<file path="src/design/fla_pkg.sv">
// Shared types and constants for the free-list block allocator.
// Used by fla_ctrl, fla_dp and free_list_block_allocator; no dependencies.
package fla_pkg;

  // Volume geometry
  localparam int MAX_BLOCKS = 1024;
  localparam int BLK_W      = $clog2(MAX_BLOCKS);
  localparam int CNT_W      = BLK_W + 1;

  // Configuration port
  localparam int APB_AW     = 3;
  localparam int APB_DW     = 32;
  localparam logic REG_VOLUME_BLOCKS = 1'b0;
  localparam logic [CNT_W-1:0] VOLUME_RESET = CNT_W'(MAX_BLOCKS);

  // Operation codes
  typedef enum logic [1:0] {
    OP_FORMAT = 2'd0,
    OP_ALLOC  = 2'd1,
    OP_FREE   = 2'd2,
    OP_RSVD   = 2'd3
  } op_t;

  // Result status codes
  localparam logic [2:0] ST_OK           = 3'd0;
  localparam logic [2:0] ST_FULL         = 3'd1;
  localparam logic [2:0] ST_ALREADY_FREE = 3'd2;
  localparam logic [2:0] ST_RANGE        = 3'd3;
  localparam logic [2:0] ST_FORMATTED    = 3'd4;
  localparam logic [2:0] ST_UNFORMATTED  = 3'd5;

  // Request word
  typedef struct packed {
    logic [1:0]       opcode;
    logic [BLK_W-1:0] block_index;
  } fla_in_t;

  // Result word
  typedef struct packed {
    logic [BLK_W-1:0] granted_block;
    logic [2:0]       status;
    logic [CNT_W-1:0] blocks_free;
  } fla_out_t;

  // Controller to datapath commands
  typedef struct packed {
    logic accept;   // capture request, launch memory reads
    logic walk;     // write one format entry and advance
    logic commit;   // apply the update and load the result word
  } fla_cmd_t;

  // Datapath to controller status
  typedef struct packed {
    logic walk_req;   // incoming request is a format of an unformatted volume
    logic walk_last;  // the format walk is at the last entry
  } fla_stat_t;

endpackage

</file>
<file path="src/design/fla_ctrl.sv">
// Controller state machine for the free-list block allocator.
// Depends on fla_pkg for the command and status structs.
module fla_ctrl (
  input  logic               clk,
  input  logic               rst_n,
  input  logic               in_valid,
  output logic               in_ready,
  output logic               out_valid,
  input  logic               out_ready,
  input  fla_pkg::fla_stat_t stat,
  output fla_pkg::fla_cmd_t  cmd
);

  typedef enum logic [1:0] {
    S_IDLE,
    S_WALK,
    S_EXEC
  } state_t;

  state_t state_r, state_nxt;
  logic   out_valid_r, out_valid_nxt;
  logic   out_free;

  // The result register can take a new word when empty or being drained.
  assign out_free  = !out_valid_r || out_ready;
  assign in_ready  = (state_r == S_IDLE);
  assign out_valid = out_valid_r;

  // Next state and commands
  always_comb begin
    state_nxt     = state_r;
    out_valid_nxt = out_valid_r && !out_ready;
    cmd           = '0;
    unique case (state_r)
      S_IDLE: begin
        if (in_valid) begin
          cmd.accept = 1'b1;
          state_nxt  = stat.walk_req ? S_WALK : S_EXEC;
        end
      end
      S_WALK: begin
        cmd.walk = 1'b1;
        if (stat.walk_last) begin
          state_nxt = S_EXEC;
        end
      end
      S_EXEC: begin
        if (out_free) begin
          cmd.commit    = 1'b1;
          out_valid_nxt = 1'b1;
          state_nxt     = S_IDLE;
        end
      end
      default: state_nxt = S_IDLE;
    endcase
  end

  // State and registered outputs
  always_ff @(posedge clk) begin
    if (!rst_n) begin
      state_r     <= S_IDLE;
      out_valid_r <= 1'b0;
    end else begin
      state_r     <= state_nxt;
      out_valid_r <= out_valid_nxt;
    end
  end

endmodule

</file>
<file path="config.mk">
export PLATFORM = sky130hd
export DESIGN_NAME = fla_ctrl
export DESIGN_NICKNAME = d
export VERILOG_FILES = /design/src/design/fla_pkg.sv /design/src/design/fla_ctrl.sv
export SDC_FILE = /design/constraint.sdc
export NUM_CORES = 1
export LEC_CHECK = 0
export BUFFER_PORTS_ARGS = -buffer_cell sky130_fd_sc_hd__clkbuf_2
export CAP_MARGIN = 20
export CORE_AREA = 2 2 39 41
export DETAILED_ROUTE_END_ITERATION = 6
export DIE_AREA = 0 0 41 43
export SYNTH_ARGS = -nofsm -noshare
export SYNTH_HDL_FRONTEND = slang
export SYNTH_SLANG_ARGS = --single-unit
</file>
<file path="constraint.sdc">
create_clock -name clk -period 1 [get_ports clk]
set_input_delay 0.3 -clock clk [delete_from_list [all_inputs] [get_ports clk]]
set_output_delay 0.3 -clock clk [all_outputs]
set_load 0.05 [all_outputs]
</file>
==> results of run 1 <==
## cells in the mapped netlist (all sizes together)
library cell,count,share of area [%]
nand2b,4,15
and3b,1,5.3
nand3b,1,4.5
dfxtp,3,36
nor4bb,1,6.1
and2b,1,4.5
and2,1,3.8
nor4b,1,5.3
a21boi,1,4.5
o31a,1,5.3
a21oi,1,3.0
nor2b,1,3.8
nor2,1,2.3
## cell usage in the layout, fill, tap and decap left out, drive strengths merged, types with 3 or more instances in the layout
cell type  netlist  routed
buf              0       9
clkbuf           0      12
nand2b           4       4
dfxtp            3       3
## power by group
part	internal [mW]	switching, mW	leakage (nW)	total [mW]
registers	0.127	0.0101	0.0261	0.137
clock network	0.149	0.0571	0.0150	0.206
logic	0.108	0.0919	0.160	0.200
## flip-flops by register name, indices dropped and copies added, names as in the netlist
signal / cells
out_valid: 1
state_r: 2
## logic make-up (layout without fill, tap and decap cells)
| logic type | Yosys count | count (layout) |
|---|---|---|
| buf+inv | 0 | 21 |
| simple gates | 12 | 12 |
| flops | 3 | 3 |
| compound gates | 3 | 3 |
## per-layer routing
layer | vias up | wire [um]
li1 | 107 | -
met1 | 97 | 180
met2 | 6 | 357
met3 | 0 | 34
met4 | 0 | 0
met5 | - | 0
## final cells by class
cell class / count / area [um^2]
Fill cell: 142 / 936
Sequential cell: 3 / 66.3
Tap cell: 16 / 20.0
Clock buffer: 4 / 26.3
Multi-Input combinational cell: 15 / 149
Timing Repair Buffer: 17 / 186
## timing repair
item | 4_1_cts | 5_1_grt
cloned | 0 | 0
hold buffers | 0 | 0
setup buffers | 2 | 0
gates resized for setup | 19 | 5
endpoints found under the setup margin | 6 | 7
pin swaps | 3 | 1
## how the worst max path moves through the flow
stage | startpoint | to | slack, ns | cells past startpoint
4_1_cts | state_r[0] | cmd[0] | -0.31 | 3
6_report | state_r[0] | cmd[0] | -0.29 | 3
3_3_place_gp | state_r[1] | cmd[0] | -0.27 | 3
2_1_floorplan | state_r[0] | cmd[2] | -0.24 | 2
5_1_grt | state_r[0] | cmd[2] | -0.33 | 3
3_5_place_dp | state_r[1] | cmd[0] | -0.26 | 3
## worst reg2reg max path, stage by stage, from the launching register on
cell and delay, ns:
dfxtp_4 0.38, buf_6 0.10, buf_6 0.09, buf_6 0.08
and3b_1 0.16, o31a_1 0.24
==> results.yml, run 1 <==
job:
  drv_cap: 0
clock_network:
  path_clk_slew_ns: 0.04
  cts_inserted_buffers: 3
  htreeDepth: 1
  clk_path_buf_depth: 2
  clkSinkCount: 3
  cts_tree: "yes"
  clock_latency_ns: 0.23
  cts-root-buf: "clkbuf_4"
global_routing:
  grt_use_met2_pct: 10.6
  grt_max_degree: 6
  met1_usage_pct: 7.67
  grt_pass1_vias: 201
  grt_busiest_layer: "met2"
  grt_antenna_before_repair: 0
  grt.met3_usage_pct: 4.71
  grt-ovfl-total: 0
  grt.total_usage_pct: 7.92
  grt_pass1_wl_um: 821
drt:
  antenna_left: 0
  routedWlPerCell_um: 10.4
  drcViolationCount: 0
  firstDrtPassIters: 3
  drt-total-wl_um: 572
  vias: 210
  drt_iter0_markers: 2
  via_per_inst: 3.82
place:
  place_worst_setup_slack_ns: -0.264
  dpl-instance-area_um2: 294
  placed_cells: 49
  portBuffers: 10
  gp_congestion: 0.644
  place_hpwl_um: 339
synth:
  synthMuxAreaShare_pct: 0
  ys_types: 13
  synth_area_um2: 165
  yosys.area_share.adder_pct: 0
  avgSynthCellArea_um2: 9.18
  synth_cells: 18
  synth_compound_area_share_pct: 12.9
  synth-simple-area-share_pct: 50.8
  synth_nets: 24
  synth_seq_cells: 3
  synth_top_family_by_area: "simple AND/OR/NAND/NOR gates"
  synth_xor_xnor_area_share_pct: 0
  yosys_warnings: 0
  synth-seq-area-share_pct: 36.4
worst_setup_path:
  slowest_stage: "dfxtp_2"
  crit_arrival_ns: 0.99
  crit_path_start_kind: "flip-flop"
  max_stage_delay_ns: 0.34
  reg2reg_depth: 5
  crit_type: "reg2out"
  crit_chain: "nand2b_4 -> nor2b_4 -> buf_8"
  worst_setup_path_end_kind: "primary output"
  worst-path-buf-inv: 1
  r2r_slack_ns: -0.17
  cp_top_family: "flip-flops"
  r2r_start: "state_r[1]"
  crit_required_ns: 0.70
  critPathMaxFanout: 4
  r2r_end: "state_r[1]"
die:
  die_w_um: 41
  ios: 11
  die_y_um: 43
  rows: 14
  core_area_um2: 1380
  fp.dieArea_um2: 1760
  initial_utilization_pct: 11.9
timing:
  drv_slew: 0
  relSlewSlack_pct: 81.2
  finalCritPeriodShare_pct: 129
  fin_tns_setup_ns: -1.30
  grt_setup_unrepaired: "yes"
  hold_slack_ns: 0.339
  clock.fmax_mhz: 776
  hold_violations: 0
  period_needed_ns: 1.29
  fin_ws_ns: -0.289
  setup_viol: 6
  worst_slew_pin_slew_ns: 0.278
  fin_skew_ns: 0.00332
outcome:
  violations: "setup timing"
  run_status: "finished, violations left"
hold_path:
  hold_depth: 3
  hold_start: "rst_n"
  min_to: "state_r[0]"
  hp-class: "in2reg"
pwr:
  power_leakage_nw: 0.201
  power_density_nw_per_um2: 1210
  power_mw: 0.543
  ir_worst_vdd_mv: 0.410
finish:
  drive_gt1_share_pct: 79.5
  finalInstanceArea_um2: 448
  instances_no_fill: 55
  area_growth_pct: 171
  nNetsFinal: 46
  antenna_cells: 0
  utilization_pct: 32.4
Power figures use the tool's default switching activity.
==> run 2: changes to the inputs <==
clock period = 1.3 ns   (was 1 ns; I/O delays follow)
==> results.yml, run 2 (synthesis gave the netlist of run 1 again) <==
die:
  die_y_um: 43
  core_area_um2: 1380
  ios: 11
  rows: 14
  initial_utilization_pct: 11.9
  die_w_um: 41
  fp.dieArea_um2: 1760
timing:
  finalCritPeriodShare_pct: 106
  hold_violations: 0
  relSlewSlack_pct: 79.8
  hold_slack_ns: 0.394
  fin_ws_ns: -0.0823
  grt_setup_unrepaired: "yes"
  clock.fmax_mhz: 723
  drv_slew: 0
  worst_slew_pin_slew_ns: 0.299
  setup_viol: 3
  fin_tns_setup_ns: -0.210
  fin_skew_ns: 0.00115
  period_needed_ns: 1.38
finish:
  nNetsFinal: 43
  layout_commonest_cell: "clkbuf_2"
  final_cell_mix: "clkbuf_2 (6), buf_4 (4), nand2b_1 (3), clkbuf_4 (3)"
  area_growth_pct: 125
  fillers: 151
  largest_reg_flops: 2
  utilization_pct: 26.9
  drive_gt1_share_pct: 66.7
  finalInstanceArea_um2: 372
  multi_input_area_um2: 130
  antenna_cells: 0
  instances_no_fill: 52
  regArea_um2: 66.3
  largest_register: "state_r"
hold_path:
  hold_start: "rst_n"
  min_to: "state_r[1]"
  hp-class: "in2reg"
  hold_depth: 2
clock_network:
  clock_latency_ns: 0.23
  ctsHoldBuffers: 0
  clk_path_buf_depth: 2
  htreeDepth: 1
  path_clk_slew_ns: 0.04
  cts_inserted_buffers: 3
  clkSinkCount: 3
  cts-root-buf: "clkbuf_4"
  cts_tree: "yes"
worst_setup_path:
  crit_type: "reg2out"
  max_stage_delay_ns: 0.34
  cp_top_family: "flip-flops"
  crit_chain: "nor2_4 -> and2_4 -> clkbuf_16"
  worst-path-buf-inv: 1
  crit_arrival_ns: 0.99
  reg2reg_depth: 4
  critPathMaxFanout: 6
  r2r_end: "state_r[1]"
  r2r_slack_ns: 0.18
  worst_setup_path_end_kind: "primary output"
  slowest_stage: "dfxtp_2"
  crit_required_ns: 0.91
  r2r_start: "state_r[1]"
  crit_path_start_kind: "flip-flop"
drt:
  drt_iter0_markers: 2
  via_per_inst: 3.77
  vias: 196
  drcViolationCount: 0
  firstDrtPassIters: 2
  drt-total-wl_um: 409
  routedWlPerCell_um: 7.87
  antenna_left: 0
global_routing:
  grt_pass1_wl_um: 683
  grt_pass1_vias: 194
  grt-ovfl-total: 0
  grt_max_degree: 7
  grt_antenna_before_repair: 0
  grt.total_usage_pct: 6.52
pwr:
  power_leakage_nw: 0.172
  ir_worst_vdd_mv: 0.287
  power_density_nw_per_um2: 1050
  power_mw: 0.391
place:
  dpl-instance-area_um2: 278
  place_worst_setup_slack_ns: -0.0712
  place_hpwl_um: 316
  placed_cells: 47
  gp_congestion: 0.604
  portBuffers: 10
outcome:
  violations: "setup timing"
  run_status: "finished, violations left"
job:
  drv_cap: 0
==> run 2: cell types whose count changed in the layout (fill, tap and decap cells not counted), sizes merged <==
cell  delta
buf      -3
==> run 2: area by class of cell <==
type | instances | share of cell area, %
multi-input combinational | 15 | 35.0
timing repair buffer | 14 | 34.7
sequential | 3 | 17.8
clock buffer | 4 | 7.07
tap | 16 | 5.39
==> run 2: routing by layer <==
layer,vias to the layer above,global-route usage [%],routed length (um)
li1,100,-,-
met1,90,5.45,162
met2,6,8.44,219
met3,0,4.71,27
met4,0,8.00,0
met5,-,0,0
==> run 2: how the worst max path moves through the flow <==
stage	end	cells after the start	start
detailed placement	cmd[0]	4	out_ready
floorplan	cmd[2]	2	state_r[0]
global placement	cmd[0]	4	out_ready
global route	cmd[2]	3	state_r[0]
finish	cmd[2]	3	state_r[0]
CTS	cmd[0]	3	state_r[0]
==> run 2: report_power, final <==
part | total, mW | switching [mW] | leakage, nW | internal [mW]
Sequential | 0.106 | 0.00815 | 0.0261 | 0.0979
Clock | 0.160 | 0.0450 | 0.0150 | 0.115
Combinational | 0.125 | 0.0615 | 0.131 | 0.0635
Total | 0.391 | 0.115 | 0.172 | 0.276
==> run 2: timing repair <==
action / in CTS / in global routing
endpoints found under the setup margin: 4 / 4
buffers inserted: 1 / 0
resized for setup: 12 / 2
==> run 3: changes to the inputs <==
--- a/config.mk
+++ b/config.mk
@@ -11,4 +11,5 @@
 export DETAILED_ROUTE_END_ITERATION = 6
 export DIE_AREA = 0 0 41 43
+export GPL_TIMING_DRIVEN = 0
 export SYNTH_ARGS = -nofsm -noshare
 export SYNTH_HDL_FRONTEND = slang
==> constraint.sdc (replaced) <==
create_clock -name clk -period 1.3 [get_ports clk]
set_input_delay 0.065 -clock clk [delete_from_list [all_inputs] [get_ports clk]]
set_output_delay 0.065 -clock clk [all_outputs]
set_load 0.05 [all_outputs]
==> results.yml, run 3 (synthesis gave the netlist of run 1 again) <==
worst_setup_path:
  r2r_start: "state_r[1]"
  reg2reg_depth: 2
  r2r_slack_ns: 0.30
  crit_arrival_ns: 1.16
  slowest_stage: "dfxtp_1"
  crit_type: "reg2out"
  max_stage_delay_ns: 0.36
  crit_cells: 3
  r2r_end: "state_r[1]"
  crit_path_start_kind: "flip-flop"
  worst-path-buf-inv: 1
  crit_chain: "nand2b_1 -> nor2b_2 -> clkbuf_2"
  crit_required_ns: 1.24
  worst_setup_path_end_kind: "primary output"
  cp_top_family: "flip-flops"
  critPathMaxFanout: 8
clock_network:
  clock_latency_ns: 0.23
  htreeDepth: 1
  cts-root-buf: "clkbuf_4"
  cts_inserted_buffers: 3
  cts_resized: 0
  ctsHoldBuffers: 0
  cts_setup_buffers: 0
  cts_tree: "yes"
  clk_path_buf_depth: 2
  path_clk_slew_ns: 0.04
  clkSinkCount: 3
global_routing:
  grt_antenna_before_repair: 0
  met1_usage_pct: 2.56
  grt_pass1_wl_um: 462
  grt-ovfl-total: 0
  grt_use_met2_pct: 6.56
  grt.total_usage_pct: 4.71
  grt_pass1_vias: 150
  grt_max_degree: 9
  grt_busiest_layer: "met4"
  grt.met3_usage_pct: 3.14
timing:
  finalCritPeriodShare_pct: 94.2
  hold_violations: 0
  worst_slew_pin_slew_ns: 0.261
  grt_setup_unrepaired: "no"
  clock.fmax_mhz: 817
  relSlewSlack_pct: 82.4
  setup_viol: 0
  drv_slew: 0
  fin_skew_ns: 0.000641
  period_needed_ns: 1.22
finish:
  area_growth_pct: 61.4
  drive_gt1_share_pct: 46.9
  finalInstanceArea_um2: 267
  multi_input_area_um2: 110
  fillers: 161
  nNetsFinal: 39
  layout_commonest_cell: "clkbuf_2"
  largest_register: "state_r"
  final_cell_mix: "clkbuf_2 (10), nand2b_1 (4), clkbuf_4 (3), dfxtp_1 (3)"
  largest_reg_flops: 2
  instances_no_fill: 48
  antenna_cells: 0
  regArea_um2: 60.1
drt:
  vias: 172
  firstDrtPassIters: 4
  drcViolationCount: 0
  antenna_left: 0
  drt-total-wl_um: 379
  drt_iter0_markers: 4
  via_per_inst: 3.58
  routedWlPerCell_um: 7.90
job:
  drv_cap: 0
hold_path:
  hp-class: "in2reg"
  min_to: "state_r[1]"
  hold_start: "rst_n"
  hold_depth: 2
pwr:
  power_density_nw_per_um2: 1300
  ir_worst_vdd_mv: 0.261
  comb_power_share_pct: 23.4
  clkPwrFrac_pct: 46.3
  power_leakage_nw: 0.120
  netSwitchingPower_mw: 0.107
  switching_share_pct: 30.8
  p_int_mw: 0.239
  pwr-share-seq_pct: 30.3
die:
  die_w_um: 41
  ios: 11
  core_area_um2: 1380
  rows: 14
  die_y_um: 43
  initial_utilization_pct: 11.9
  fp.dieArea_um2: 1760
outcome:
  run_status: "finished, final reports clean"
place:
  portBuffers: 10
  dpl-instance-area_um2: 240
  gp_congestion: 0.564
  placed_cells: 44
run 3: worst reg2reg max path, delay by kind of cell, from the launching register on:
kind	cells	cell delay (ns)
flops	1	0.41
compound gates	1	0.27
simple gates	1	0.21
run 3: metrics by stage:
| stage | total power, mW | setup WS [ns] | util (%) | TNS [ns] | hold WS (ns) |
|---|---|---|---|---|---|
| floorplan | 0.165 | -0.0694 | - | -0.0694 | 0.193 |
| global placement | 0.188 | 0.305 | 17.4 | 0 | 0.326 |
| detailed placement | 0.188 | 0.284 | 17.4 | 0 | 0.325 |
| CTS | 0.358 | 0.0561 | 19.3 | 0 | 0.0761 |
| global route | 0.366 | 0.0196 | 19.3 | 0 | 0.0883 |
| finish | 0.346 | 0.0754 | 19.3 | 0 | 0.0847 |
run 3: final cells by class:
class	count	share of cell area, %
Multi-Input combinational cell	15	41.3
Timing Repair Buffer	10	18.8
Sequential cell	3	22.5
Clock buffer	4	9.86
Tap cell	16	7.51
run 3: worst max-delay path by stage:
stage | start | to | slack, ns
finish | state_r[0] | cmd[0] | 0.08
global route | state_r[0] | cmd[0] | 0.02
CTS | state_r[0] | cmd[0] | 0.06
detailed placement | state_r[1] | state_r[1] | 0.28
global placement | state_r[1] | state_r[1] | 0.30
floorplan | state_r[1] | cmd[2] | -0.07
run 3: per-layer routing:
layer | part of all wire, % | wire, um
met5 | 0 | 0
met1 | 39 | 147
met4 | 0 | 0
met3 | 13 | 49
met2 | 48 | 182
run 3: power by group through the flow:
stage / Sequential [mW] / Clock [mW] / Combinational (mW)
final: 0.105 / 0.160 / 0.0809
after detailed placement: 0.106 / 0 / 0.0815
after floorplan: 0.110 / 0 / 0.0552
after CTS: 0.105 / 0.171 / 0.0816
after global placement: 0.106 / 0 / 0.0812
after global routing: 0.106 / 0.174 / 0.0861
